==> src/rtl/bdc_pkg.sv <==
// shared types, codes and sizes of the block device command port
// no dependencies; used by every design module of the block by scoped names, not by bdc_checker

package bdc_pkg;

  // command buffer sizing
  localparam int unsigned BUFFER_DEPTH = 16;
  localparam int unsigned FILL_W       = $clog2(BUFFER_DEPTH + 1);
  // only the first bytes of a command carry meaning
  localparam int unsigned CMD_LEN      = 7;

  // bus access kind
  typedef enum logic {
    OP_WRITE = 1'b0,
    OP_READ  = 1'b1
  } op_e;

  // register offsets within the card window
  localparam logic [3:0] OFF_CLEAR   = 4'd0;
  localparam logic [3:0] OFF_APPEND  = 4'd1;
  localparam logic [3:0] OFF_EXEC    = 4'd2;
  localparam logic [3:0] OFF_ERROR   = 4'd3;
  localparam logic [3:0] OFF_STAT_LO = 4'd4;
  localparam logic [3:0] OFF_STAT_HI = 4'd5;

  // read value of unused offsets
  localparam logic [7:0] RD_UNUSED = 8'hE0;

  // command byte positions
  localparam int unsigned BYTE_VERSION = 0;
  localparam int unsigned BYTE_CMD     = 1;
  localparam int unsigned BYTE_DEV     = 2;
  localparam int unsigned BYTE_BLK_LO  = 3;
  localparam int unsigned BYTE_BLK_HI  = 4;
  localparam int unsigned BYTE_ADR_LO  = 5;
  localparam int unsigned BYTE_ADR_HI  = 6;

  localparam logic [7:0] CMD_VERSION = 8'h01;

  // command codes
  localparam logic [7:0] CMD_STATUS = 8'h00;
  localparam logic [7:0] CMD_READ   = 8'h01;
  localparam logic [7:0] CMD_WRITE  = 8'h02;
  localparam logic [7:0] CMD_FORMAT = 8'h03;

  // configuration register indexes
  localparam logic [2:0] CFG_SLOT      = 3'd0;
  localparam logic [2:0] CFG_D0_MOUNT  = 3'd1;
  localparam logic [2:0] CFG_D1_MOUNT  = 3'd2;
  localparam logic [2:0] CFG_D0_PROT   = 3'd3;
  localparam logic [2:0] CFG_D1_PROT   = 3'd4;
  localparam logic [2:0] CFG_D0_BLOCKS = 3'd5;
  localparam logic [2:0] CFG_D1_BLOCKS = 3'd6;

  // error codes
  typedef enum logic [2:0] {
    ERR_OK      = 3'd0,
    ERR_FORMAT  = 3'd1,
    ERR_IO      = 3'd2,
    ERR_OFFLINE = 3'd3,
    ERR_PROTECT = 3'd4,
    ERR_NODEV   = 3'd5
  } err_e;

  // one bus access
  typedef struct packed {
    op_e        op;
    logic [3:0] offset;
    logic [7:0] wdata;
  } req_t;

  // buffer update from the request decode
  typedef struct packed {
    logic       clear;
    logic       append;
    logic [7:0] data;
  } buf_ctrl_t;

  // buffer contents seen by execute
  typedef struct packed {
    logic [CMD_LEN-1:0][7:0] bytes;
    logic [7:0]              xsum;
  } cmd_view_t;

  // one result item
  typedef struct packed {
    logic [7:0]  rdata;
    logic        xfer_valid;
    logic        xfer_is_write;
    logic        xfer_drive;
    logic [15:0] xfer_block;
    logic [15:0] xfer_mem_addr;
  } result_t;

endpackage

==> src/rtl/bdc_cmdbuf.sv <==
// command byte buffer with fill count and running checksum
// depends on bdc_pkg

module bdc_cmdbuf (
  input  logic                  clk_i,
  input  logic                  rst_ni,
  input  bdc_pkg::buf_ctrl_t    ctrl_i,
  output bdc_pkg::cmd_view_t    view_o
);

  logic [bdc_pkg::FILL_W-1:0]              fill_q, fill_d;
  logic [7:0]                              xsum_q, xsum_d;
  logic [bdc_pkg::CMD_LEN-1:0][7:0]        bytes_q;
  logic                                    room;

  assign room = fill_q < bdc_pkg::FILL_W'(bdc_pkg::BUFFER_DEPTH);

  // fill count and checksum next state
  always_comb begin
    fill_d = fill_q;
    xsum_d = xsum_q;
    if (ctrl_i.clear) begin
      fill_d = '0;
      xsum_d = '0;
    end else if (ctrl_i.append && room) begin
      fill_d = fill_q + bdc_pkg::FILL_W'(1);
      xsum_d = xsum_q ^ ctrl_i.data;
    end
  end

  always_ff @(posedge clk_i or negedge rst_ni) begin
    if (!rst_ni) begin
      fill_q <= '0;
      xsum_q <= '0;
    end else begin
      fill_q <= fill_d;
      xsum_q <= xsum_d;
    end
  end

  // byte store; bytes past the command layout are never read, so not kept
  for (genvar i = 0; i < bdc_pkg::CMD_LEN; i++) begin : g_byte
    always_ff @(posedge clk_i or negedge rst_ni) begin
      if (!rst_ni) begin
        bytes_q[i] <= '0;
      end else if (ctrl_i.append && !ctrl_i.clear && room &&
                   fill_q == bdc_pkg::FILL_W'(i)) begin
        bytes_q[i] <= ctrl_i.data;
      end
    end
  end

  assign view_o.bytes = bytes_q;
  assign view_o.xsum  = xsum_q;

endmodule

==> src/rtl/bdc_exec.sv <==
// configuration registers, command execute and register read decode
// depends on bdc_pkg

module bdc_exec (
  input  logic                clk_i,
  input  logic                rst_ni,
  input  logic                cfg_we_i,
  input  logic [2:0]          cfg_index_i,
  input  logic [15:0]         cfg_data_i,
  input  logic                fire_i,
  input  bdc_pkg::req_t       req_i,
  input  bdc_pkg::cmd_view_t  view_i,
  output bdc_pkg::result_t    res_o
);

  logic        slot_match;
  logic [2:0]  card_slot_q;
  logic [1:0]  mounted_q, protected_q;
  logic [15:0] blocks0_q, blocks1_q;

  bdc_pkg::err_e error_q, error_d;
  logic [7:0]    stat_lo_q, stat_lo_d, stat_hi_q, stat_hi_d;

  logic [7:0]  cmd, dev;
  logic        drv, mounted, prot;
  logic [15:0] blocks;

  // configuration writes
  always_ff @(posedge clk_i or negedge rst_ni) begin
    if (!rst_ni) begin
      card_slot_q <= '0;
      mounted_q   <= '0;
      protected_q <= '0;
      blocks0_q   <= '0;
      blocks1_q   <= '0;
    end else if (cfg_we_i) begin
      unique case (cfg_index_i)
        bdc_pkg::CFG_SLOT:      card_slot_q    <= cfg_data_i[2:0];
        bdc_pkg::CFG_D0_MOUNT:  mounted_q[0]   <= cfg_data_i[0];
        bdc_pkg::CFG_D1_MOUNT:  mounted_q[1]   <= cfg_data_i[0];
        bdc_pkg::CFG_D0_PROT:   protected_q[0] <= cfg_data_i[0];
        bdc_pkg::CFG_D1_PROT:   protected_q[1] <= cfg_data_i[0];
        bdc_pkg::CFG_D0_BLOCKS: blocks0_q      <= cfg_data_i;
        bdc_pkg::CFG_D1_BLOCKS: blocks1_q      <= cfg_data_i;
        default: ;
      endcase
    end
  end

  // command fields and selected drive
  assign cmd        = view_i.bytes[bdc_pkg::BYTE_CMD];
  assign dev        = view_i.bytes[bdc_pkg::BYTE_DEV];
  assign drv        = dev[7];
  assign mounted    = mounted_q[drv];
  assign prot       = protected_q[drv];
  assign blocks     = drv ? blocks1_q : blocks0_q;
  assign slot_match = dev[6:4] == card_slot_q;

  // read decode, execute checks and result
  always_comb begin
    res_o     = '0;
    error_d   = error_q;
    stat_lo_d = stat_lo_q;
    stat_hi_d = stat_hi_q;
    if (req_i.op == bdc_pkg::OP_READ) begin
      unique case (req_i.offset)
        bdc_pkg::OFF_ERROR:   res_o.rdata = {5'b0, error_q};
        bdc_pkg::OFF_STAT_LO: res_o.rdata = stat_lo_q;
        bdc_pkg::OFF_STAT_HI: res_o.rdata = stat_hi_q;
        default:              res_o.rdata = bdc_pkg::RD_UNUSED;
      endcase
    end else if (req_i.offset == bdc_pkg::OFF_EXEC) begin
      priority if (view_i.xsum != 8'h00 ||
                   view_i.bytes[bdc_pkg::BYTE_VERSION] != bdc_pkg::CMD_VERSION) begin
        error_d = bdc_pkg::ERR_FORMAT;
      end else if (!slot_match) begin
        error_d = bdc_pkg::ERR_IO;
      end else if (!mounted) begin
        error_d = bdc_pkg::ERR_OFFLINE;
      end else begin
        unique case (cmd)
          bdc_pkg::CMD_STATUS: begin
            error_d   = bdc_pkg::ERR_OK;
            stat_lo_d = blocks[7:0];
            stat_hi_d = blocks[15:8];
          end
          bdc_pkg::CMD_READ, bdc_pkg::CMD_WRITE: begin
            stat_lo_d = '0;
            stat_hi_d = '0;
            if (cmd == bdc_pkg::CMD_WRITE && prot) begin
              error_d = bdc_pkg::ERR_PROTECT;
            end else begin
              error_d             = bdc_pkg::ERR_OK;
              res_o.xfer_valid    = 1'b1;
              res_o.xfer_is_write = cmd == bdc_pkg::CMD_WRITE;
              res_o.xfer_drive    = drv;
              res_o.xfer_block    = {view_i.bytes[bdc_pkg::BYTE_BLK_HI],
                                     view_i.bytes[bdc_pkg::BYTE_BLK_LO]};
              res_o.xfer_mem_addr = {view_i.bytes[bdc_pkg::BYTE_ADR_HI],
                                     view_i.bytes[bdc_pkg::BYTE_ADR_LO]};
            end
          end
          bdc_pkg::CMD_FORMAT: error_d = bdc_pkg::ERR_NODEV;
          default: ;
        endcase
      end
    end
  end

  // error and status registers, updated per accepted request
  always_ff @(posedge clk_i or negedge rst_ni) begin
    if (!rst_ni) begin
      error_q   <= bdc_pkg::ERR_OK;
      stat_lo_q <= '0;
      stat_hi_q <= '0;
    end else if (fire_i) begin
      error_q   <= error_d;
      stat_lo_q <= stat_lo_d;
      stat_hi_q <= stat_hi_d;
    end
  end

endmodule

==> src/rtl/bdc_skid.sv <==
// result register with skid stage between the request and result sides
// depends on bdc_pkg

module bdc_skid (
  input  logic              clk_i,
  input  logic              rst_ni,
  input  logic              in_valid_i,
  output logic              in_ready_o,
  input  bdc_pkg::result_t  in_data_i,
  output logic              out_valid_o,
  input  logic              out_ready_i,
  output bdc_pkg::result_t  out_data_o
);

  logic             out_valid_q, out_valid_d;
  logic             skid_valid_q, skid_valid_d;
  bdc_pkg::result_t out_q, out_d, skid_q, skid_d;
  logic             in_fire;

  assign in_ready_o = !skid_valid_q;
  assign in_fire    = in_valid_i && !skid_valid_q;

  // output slot refills from skid first, else from the new result
  always_comb begin
    out_valid_d  = out_valid_q;
    skid_valid_d = skid_valid_q;
    out_d        = out_q;
    skid_d       = skid_q;
    if (out_ready_i || !out_valid_q) begin
      if (skid_valid_q) begin
        out_d        = skid_q;
        out_valid_d  = 1'b1;
        skid_valid_d = 1'b0;
      end else if (in_fire) begin
        out_d       = in_data_i;
        out_valid_d = 1'b1;
      end else begin
        out_valid_d = 1'b0;
      end
    end else if (in_fire) begin
      skid_d       = in_data_i;
      skid_valid_d = 1'b1;
    end
  end

  always_ff @(posedge clk_i or negedge rst_ni) begin
    if (!rst_ni) begin
      out_valid_q  <= 1'b0;
      skid_valid_q <= 1'b0;
    end else begin
      out_valid_q  <= out_valid_d;
      skid_valid_q <= skid_valid_d;
    end
  end

  always_ff @(posedge clk_i) begin
    out_q  <= out_d;
    skid_q <= skid_d;
  end

  assign out_valid_o = out_valid_q;
  assign out_data_o  = out_q;

endmodule

==> src/rtl/block_device_command_port.sv <==
// block device command port: an accepted request's result is registered in the output
// register, or in the skid while the output stalls; one request per cycle while the
// skid is empty, since each request's buffer, error and status update completes in
// the cycle it is taken. a two-entry result stage (output plus skid register) keeps
// taking requests while one result is stalled. asynchronous active-low reset clears
// buffer, checksum, error, status and configuration registers; no clearing pass.
// depends on bdc_pkg, bdc_cmdbuf, bdc_exec, bdc_skid

module block_device_command_port (
  input  logic        clk_i,
  input  logic        rst_ni,
  // request side
  input  logic        s_axis_tvalid,
  output logic        s_axis_tready,
  input  logic [15:0] s_axis_tdata,   // [3:0] reg_offset, [11:4] wdata, rest zero
  input  logic        s_axis_tuser,   // [0] op
  // result side
  output logic        m_axis_tvalid,
  input  logic        m_axis_tready,
  output logic [47:0] m_axis_tdata,   // [7:0] rdata, [8] xfer_is_write, [9] xfer_drive,
                                      // [25:10] xfer_block, [41:26] xfer_mem_addr
  output logic        m_axis_tuser,   // [0] xfer_valid
  // configuration write channel
  input  logic        cfg_valid_i,
  output logic        cfg_ready_o,
  input  logic [2:0]  cfg_index_i,
  input  logic [15:0] cfg_data_i
);

  bdc_pkg::req_t      req;
  bdc_pkg::buf_ctrl_t buf_ctrl;
  bdc_pkg::cmd_view_t view;
  bdc_pkg::result_t   res, res_out;
  logic               fire;

  assign cfg_ready_o = 1'b1;

  // request unpack
  assign req.op     = bdc_pkg::op_e'(s_axis_tuser);
  assign req.offset = s_axis_tdata[3:0];
  assign req.wdata  = s_axis_tdata[11:4];
  assign fire       = s_axis_tvalid && s_axis_tready;

  // buffer control: clear on clear and execute writes, append on data writes
  assign buf_ctrl.clear  = fire && req.op == bdc_pkg::OP_WRITE &&
                           (req.offset == bdc_pkg::OFF_CLEAR ||
                            req.offset == bdc_pkg::OFF_EXEC);
  assign buf_ctrl.append = fire && req.op == bdc_pkg::OP_WRITE &&
                           req.offset == bdc_pkg::OFF_APPEND;
  assign buf_ctrl.data   = req.wdata;

  bdc_cmdbuf u_cmdbuf (
    .clk_i  (clk_i),
    .rst_ni (rst_ni),
    .ctrl_i (buf_ctrl),
    .view_o (view)
  );

  bdc_exec u_exec (
    .clk_i       (clk_i),
    .rst_ni      (rst_ni),
    .cfg_we_i    (cfg_valid_i),
    .cfg_index_i (cfg_index_i),
    .cfg_data_i  (cfg_data_i),
    .fire_i      (fire),
    .req_i       (req),
    .view_i      (view),
    .res_o       (res)
  );

  bdc_skid u_skid (
    .clk_i       (clk_i),
    .rst_ni      (rst_ni),
    .in_valid_i  (s_axis_tvalid),
    .in_ready_o  (s_axis_tready),
    .in_data_i   (res),
    .out_valid_o (m_axis_tvalid),
    .out_ready_i (m_axis_tready),
    .out_data_o  (res_out)
  );

  // result pack
  assign m_axis_tdata = {6'b0, res_out.xfer_mem_addr, res_out.xfer_block,
                         res_out.xfer_drive, res_out.xfer_is_write, res_out.rdata};
  assign m_axis_tuser = res_out.xfer_valid;

endmodule

==> config.mk <==
export PLATFORM = sky130hd
export DESIGN_NAME = block_device_command_port
export DESIGN_NICKNAME = d
export VERILOG_FILES = /design/src/rtl/bdc_pkg.sv /design/src/rtl/bdc_cmdbuf.sv /design/src/rtl/bdc_exec.sv /design/src/rtl/bdc_skid.sv /design/src/rtl/block_device_command_port.sv
export SDC_FILE = /design/constraint.sdc
export NUM_CORES = 1
export LEC_CHECK = 0
export BUFFER_PORTS_ARGS = -buffer_cell sky130_fd_sc_hd__buf_2
export CORE_AREA = 4 4 141 143
export CTS_BUF_LIST = sky130_fd_sc_hd__clkbuf_8
export DETAILED_ROUTE_END_ITERATION = 12
export DIE_AREA = 0 0 145 147
export PLACE_DENSITY_LB_ADDON = 0.08
export SLEW_MARGIN = 40
export SYNTH_ARGS = -nofsm -noshare
export SYNTH_HDL_FRONTEND = slang
export SYNTH_SLANG_ARGS = --single-unit
==> constraint.sdc <==
create_clock -name clk_i -period 5.6 [get_ports clk_i]
set_input_delay 1.12 -clock clk_i [delete_from_list [all_inputs] [get_ports clk_i]]
set_output_delay 1.12 -clock clk_i [all_outputs]
set_load 0.005 [all_outputs]
### Word-level counts from Yosys, hierarchy flattened

Index checks and enable logic that the tools add are counted.

* magnitude comparators: 2
* muxes and demuxes: 31
* $add $sub $neg: 1
* bitwise gates (word level): 4
* reductions and logical operators: 42
* equal/unequal tests: 23

Operators with widths (count)
* $mux 35: 7
* $mux 43: 2
* $pmux 8 s2: 2
* $mux 8: 3
* $pmux 8 s3: 1
* $reduce_and 2->1: 9
* $eq 8x2->1 const B: 2
* $mux 16: 1
* $eq 5x3->1 const B: 3
* $logic_and 1x1->1: 15
* $mux 3: 4
* $eq 5x2->1 const B: 2
* $mux 5: 2
* $eq 3x3->1 const B: 3
* $pmux 3 s3: 1
* $eq 4x2->1 const B: 2
* $eq 4x3->1 const B: 2
* $eq 8x1->1 const B: 1
* $logic_not 8->1: 1
* $mux 1: 8
* $ne 8x1->1 const B: 1
* $reduce_bool 2->1: 4
* $reduce_bool 8->1: 1
* $xor 8x8->8: 1
* 18 further kinds: 25

* word-level logic and storage cells: 136
* output and inout port bits: 52
* input bits: 41
* register bits after elaboration: 215

### Logic depth before layout (Yosys ltp)

Gate-level depths: netlist of run 1.

* word-level depth: 12
* gate-level depth with buffers: 6
* depth with buffers taken out: 5

### Cells and area by module

Synthesis of run 1 repeated with hierarchy kept, for this count alone.

* cell total of the unflattened synthesis: 611
* area total of the unflattened synthesis: 9482.8 sq um

Modules (own cells, without submodules)
* bdc_skid: area an instance 3300.7 sq um, sequential area each 2632.5 sq um, cells each 143, times used 1
* bdc_exec: area an instance 3213.1 sq um, sequential area each 1451.4 sq um, cells each 267, times used 1
* bdc_cmdbuf: area an instance 2864.0 sq um, sequential area each 1726.7 sq um, cells each 187, times used 1
* block_device_command_port: area an instance 105.1 sq um, sequential area each 0.0 sq um, cells each 14, times used 1

### Worst setup path before layout of run 1

Ideal clock, no wire load.

* kind: input to register
* start point: input m_axis_tready
* end point: register u_skid.skid_q[0] (netlist bit), enable pin
* buffers on the path: 0
* stages: 2
* required time: 5094 ps
* slack: 592 ps
* data arrival time: 4502 ps
* setup time: 506 ps
* cell sequence: nand2b_1 > nor3b_1

* cells in the longest elaborated chain, start to end: 3

Ends and longest elaborated chain
* from (decl): RTL line block_device_command_port.sv:19 `input logic m_axis_tready,`
* $logic_or 1x1->1: RTL line bdc_skid.sv:29 `if (out_ready_i || !out_valid_q) begin`
* $not 1->1 (no source line)
* $reduce_and 2->1 (no source line)
* to (signal assigned): RTL line bdc_skid.sv:58 `skid_q <= skid_d;`
* to (decl): RTL line bdc_skid.sv:17 `bdc_pkg::result_t out_q, out_d, skid_q, skid_d;`

Every way passes these cells.
A chain may end at the register's enable or synchronous reset.

==> results_dict.tcl, run 1 <==
set metrics [dict create \
    r2r_cells 5 \
    cts_buffers 37 \
    ys_top_cells_by_area "dfrtp_1 34%, edfxtp_1 28%, mux2_2 14%" \
    post-cts-setup-buffers 0 \
    r2r_setup_slack_ns 2.79 \
    finalClockSkew_ns 0.0206 \
    multiInputGateArea_um2 3270 \
    rows 50 \
    synthTopCellsByCount "125 x dfrtp_1, 114 x mux2_2, 86 x edfxtp_1" \
    yosysMostFrequentCell "dfrtp_1" \
    die_y_um 147 \
    clk_pin_slew_ns 0.06 \
    min_period_over_period_pct 56.4 \
    cp-end-kind "flip-flop" \
    die-width_um 145 \
    drcViolationCount 0 \
    slew_headroom_pct 52.3 \
    clkLatencyLatePin_ns 0.52 \
    synth-adder-area-share_pct 0.545 \
    grt_max_degree 88 \
    drv_slew 0 \
    fmax_mhz 316 \
    core_area_um2 18600 \
    drive_above_1_share_pct 33.4 \
    setup_slack_ns 2.44 \
    maxCapViolCount 0 \
    critPathKind "in2reg" \
    yosysUniqueCellTypes 56 \
    ant_nets 0 \
    synth-xor-area-share_pct 1.24 \
    synth_ff_type "dfrtp_1" \
    cp-endpoint "u_skid.skid_q[8]" \
    synth_mux_area_share_pct 16.5 \
    cp.required_ns 5.98 \
    r2r_end "u_skid.skid_q[8]" \
    postSynthCellCount 683 \
    p_leak_nw 4.60 \
    finalHoldViolCount 0 \
    synth_area_um2 9180 \
    synth_top_family_by_area "multiplexers" \
    status "finished, final reports clean" \
    grt_pass1_vias 5904 \
    ys_seq_elements 211 \
    num_vias 5572 \
    routed_wl_mm 18.8 \
    rsz0062_at_grt "no" \
    avgSynthCellArea_um2 13.4 \
    synth_edf_count 86 \
    tightest_slew_ns 0.715 \
    overflow 0 \
    seqCellArea_um2 5710 \
    ys_warn_count 0 \
    crit_start "s_axis_tdata[0]" \
    crit_fanout 35 \
    whs_ns 0.501 \
    htreeDepth 2 \
    clockBufferDepth 3 \
    yosysTopAreaCellShare_pct 34.1 \
    place.gp.congestion 0.838 \
    port_buffers 81 \
    cts_tree "done" \
    cts_root_buf "clkbuf_8" \
    setup_viol 0 \
    clock-sinks 211 \
    synth_compound_area_share_pct 4.01 \
    min-delay-path-class "reg2reg" \
    grt_pass1_wl_mm 31.2 \
    ir_drop_mv 0.185 \
    reg2reg_from "u_cmdbuf.view_o[23]" \
    pre_cts_ws_ns 1.95 \
    cts_hold_buffers 0 \
    ctsResizeCount 0 \
    cp.arrival_ns 3.54 \
    first_pass_iters 4 \
    wire_per_inst_um 18.0 \
    fin_nets 825 \
    antenna_found_initial 1 \
    synth_top_cell_by_area "dfrtp_1" \
    num_io_pins 93 \
    area_delta_synth_final_pct 14.2 \
    dieArea_um2 21300 \
    fillCellCount 1536 \
    grt_use_total_pct 18.1 \
    start_kind "input pin" \
    initial_utilization_pct 49.4 \
    hpwl_mm 12.4 \
    drt_iter0_markers 263 \
    synth-seq-area-share_pct 62.2 \
    power_density_nw_per_um2 329 \
    finalCriticalPeriod_ns 3.16 \
    async_flop_share_pct 59.2 \
    synth_simple_gate_area_share_pct 12.9 \
    vias_per_cell 5.34 \
    setup_tns_ns 0 \
]
## worst min path at each step
stage / start / to / cells past startpoint
6_report: u_exec.blocks0_q[6] / u_exec.blocks0_q[6] / 1
2_1_floorplan: u_exec.error_q[2] / u_exec.error_q[2] / 1
3_5_place_dp: u_exec.blocks0_q[6] / u_exec.blocks0_q[6] / 1
4_1_cts: u_exec.blocks0_q[6] / u_exec.blocks0_q[6] / 1
5_1_grt: u_exec.blocks0_q[6] / u_exec.blocks0_q[6] / 1
3_3_place_gp: u_cmdbuf.view_o[8] / u_cmdbuf.view_o[8] / 1
## critical path, stage by stage
cell	delay, ns
buf_2	0.20
nor4_2	0.42
nand4_1	0.30
a2111o_2	0.80
inv_2	0.47
and2_1	0.20
## cells by family after synthesis
logic type	after synthesis
other cells	2
flops	211
fa+ha+maj	4
simple gates	213
mux	137
xor+xnor	13
compound gates	59
buf+inv	44
## power breakdown
part / leakage [nW] / total, mW / internal (mW) / switching, mW
clock: 0.427 / 1.30 / 0.699 / 0.599
sequential: 2.48 / 1.81 / 1.75 / 0.0657
combinational: 1.69 / 0.339 / 0.152 / 0.187
total: 4.60 / 3.45 / 2.60 / 0.852
## layout by cell type, fill, tap and decap left out, types with 7 or more instances in the layout
cell	n
dfrtp_1	125
nor2_1	35
xor2_1	9
buf_4	10
nand2_1	78
mux2_2	114
clkbuf_8	44
mux2i_1	23
conb_1	7
o21ai_0	37
and2_1	39
buf_2	80
nand3_1	11
edfxtp_1	86
inv_1	25
## flip-flops by register name, indices dropped and copies added, names as in the netlist
register             flops
u_cmdbuf.xsum_q          8
u_exec.stat_lo_q         8
u_cmdbuf.fill_q          5
u_exec.stat_hi_q         8
u_skid.out_valid_o       1
u_skid.skid_valid_q      1
u_exec.mounted_q         2
u_skid.skid_q           43
u_skid.out_data_o       43
u_exec.blocks0_q        16
u_exec.card_slot_q       3
u_exec.blocks1_q        16
u_exec.error_q           3
u_cmdbuf.view_o         52
u_exec.protected_q       2
## metal layers
layer	global-route usage [%]	vias to the layer above	routed length, um
met5	0	-	13
met4	7.41	2	522
met3	3.95	46	954
met2	28.9	153	8710
met1	24.2	2744	8570
li1	-	2627	-
## metrics by stage
stage | utilization, % | area (um2) | std cells | power (mW)
after floorplan | - | 9200 | 688 | 2.05
after global routing | 56.4 | 10500 | 1043 | 3.62
final | 56.4 | 10500 | 1044 | 3.45
after global placement | 52.4 | 9740 | 972 | 2.16
after detailed placement | 52.6 | 9780 | 975 | 2.19
after CTS | 56.4 | 10500 | 1043 | 3.50
## final cells by class
class                      instances  area share, %
clock buffer                      43           5.65
tap                              234           2.79
multi-input combinational        433           31.2
sequential                       211           54.5
inverter                           6          0.215
timing repair buffer              91           4.67
antenna                            1         0.0239
clock inverter                    25          0.991
No activity file was read; power rests on OpenSTA's default activity.
==> run 2: changes to the inputs <==
Clock period 5.6 ns to 3 ns, I/O delays scaled along.
==> results_dict.tcl, run 2 (synthesis gave the netlist of run 1 again) <==
set metrics [dict create \
    status "finished, final reports clean" \
    fmax_mhz 420 \
    clk_pin_slew_ns 0.06 \
    first_pass_iters 5 \
    cts_tree "done" \
    seqPwrFrac_pct 52.2 \
    crit_fanout 34 \
    post-cts-setup-buffers 0 \
    reg2reg_from "u_cmdbuf.xsum_q[5]" \
    ir_drop_mv 0.362 \
    dieArea_um2 21300 \
    p_sw_mw 1.56 \
    drv_slew 0 \
    vias_per_cell 5.31 \
    multiInputGateArea_um2 3260 \
    min-delay-path-class "in2async" \
    r2r_end "u_skid.out_data_o[0]" \
    maxCapViolCount 0 \
    antennaDiodeCount 0 \
    power_density_nw_per_um2 616 \
    cts_hold_buffers 0 \
    antenna_found_initial 2 \
    cp-end-kind "flip-flop" \
    cts_buffers 36 \
    place.gp.congestion 0.822 \
    hpwl_mm 12.3 \
    setup_viol 0 \
    clkLatencyLatePin_ns 0.51 \
    largest_register_ffs 52 \
    fin_nets 829 \
    grt_max_degree 57 \
    initial_utilization_pct 49.4 \
    finalCriticalPeriod_ns 2.38 \
    slew_headroom_pct 60.1 \
    fillCellCount 1540 \
    crit_start "u_cmdbuf.xsum_q[5]" \
    area_delta_synth_final_pct 14.9 \
    cts_root_buf "clkbuf_8" \
    critPathKind "reg2reg" \
    tightest_slew_ns 0.599 \
    seqCellArea_um2 5710 \
    num_vias 5547 \
    whs_ns 0.0909 \
    ant_nets 0 \
    wire_per_inst_um 17.6 \
    drive_above_1_share_pct 34.1 \
    finalHoldViolCount 0 \
    port_buffers 81 \
    r2r_setup_slack_ns 0.62 \
    clockBufferDepth 3 \
    die_y_um 147 \
    grt_use_total_pct 17.6 \
    num_io_pins 93 \
    setup_tns_ns 0 \
    start_kind "flip-flop" \
    rsz0062_at_grt "no" \
    overflow 0 \
    routed_wl_mm 18.3 \
    rows 50 \
    grt_pass1_vias 5725 \
    min_period_over_period_pct 79.4 \
    p_leak_nw 4.62 \
    p_clk_share_pct 38.0 \
    finalClockSkew_ns 0.0166 \
    mostFrequentLayoutCell "dfrtp_1" \
    final_cell_mix "125 x dfrtp_1, 114 x mux2_2, 86 x edfxtp_1" \
    cp.arrival_ns 2.68 \
    drt_iter0_markers 269 \
    htreeDepth 2 \
    netSwitchingFraction_pct 24.0 \
    core_area_um2 18600 \
    ctsResizeCount 0 \
    die-width_um 145 \
    drcViolationCount 0 \
    internal-power_mw 4.94 \
    clock-sinks 211 \
    grt_pass1_wl_mm 30.2 \
    r2r_cells 5 \
    combPwrFrac_pct 9.8 \
    cp.required_ns 3.30 \
]
## run 2: cell count changes in the layout (fill, tap and decap cells not counted), sizes merged
cell      previous run  this run
buf                 90        96
clkinvlp             1         2
clkbuf              44        43
inv                 26        22
bufinv               0         1
diode                1         0
clkinv               4         2
## run 2: power by group through the flow
stage / Sequential (mW) / Clock, mW / Combinational [mW]
global route: 3.41 / 2.69 / 0.720
floorplan: 3.41 / 0 / 0.408
finish: 3.39 / 2.47 / 0.638
global placement: 3.42 / 0 / 0.626
detailed placement: 3.44 / 0 / 0.649
CTS: 3.39 / 2.56 / 0.651
## run 2: metal layers
layer	share of wire [%]	up-vias	track usage [%]
met5	0.14	-	0
met2	48	148	29.0
met4	1.7	4	5.18
li1	-	2637	-
met3	5.4	31	4.32
met1	45	2727	23.3
## run 2: metrics by stage
stage / setup WS, ns / utilization, % / cells / instance area [um2] / power (mW)
global route: 0.366 / 56.7 / 1044 / 10500 / 6.82
detailed placement: 0.391 / 52.9 / 980 / 9840 / 4.09
finish: 0.617 / 56.7 / 1044 / 10500 / 6.49
CTS: 0.593 / 56.7 / 1044 / 10500 / 6.60
floorplan: 0.0269 / - / 688 / 9200 / 3.82
global placement: 0.445 / 52.9 / 978 / 9820 / 4.05
## run 2: worst max-delay path, stage by stage, from the launching register on
cell	delay, ns
dfrtp_1	0.40
nor4_1	0.37
nand4_1	0.35
a2111o_1	0.48
buf_4	0.26
o21ai_0	0.32
## run 2: worst max-delay path by stage
| stage | slack, ns | endpoint | depth (start not counted) |
|---|---|---|---|
| 2_1_floorplan | 0.03 | u_skid.skid_q[0] | 2 |
| 3_3_place_gp | 0.44 | u_skid.out_data_o[7] | 6 |
| 3_5_place_dp | 0.39 | u_skid.out_data_o[7] | 6 |
| 4_1_cts | 0.59 | u_skid.out_data_o[7] | 5 |
| 5_1_grt | 0.37 | u_skid.out_data_o[0] | 5 |
| 6_report | 0.62 | u_skid.out_data_o[0] | 5 |
## run 2: layout make-up
| type | instances | share of cell area (%) |
|---|---|---|
| inverter | 6 | 0.214 |
| clock buffer | 43 | 5.61 |
| timing repair buffer | 96 | 5.17 |
| clock inverter | 21 | 1.09 |
| multi-input combinational | 433 | 31.0 |
| tap | 234 | 2.78 |
| sequential | 211 | 54.2 |
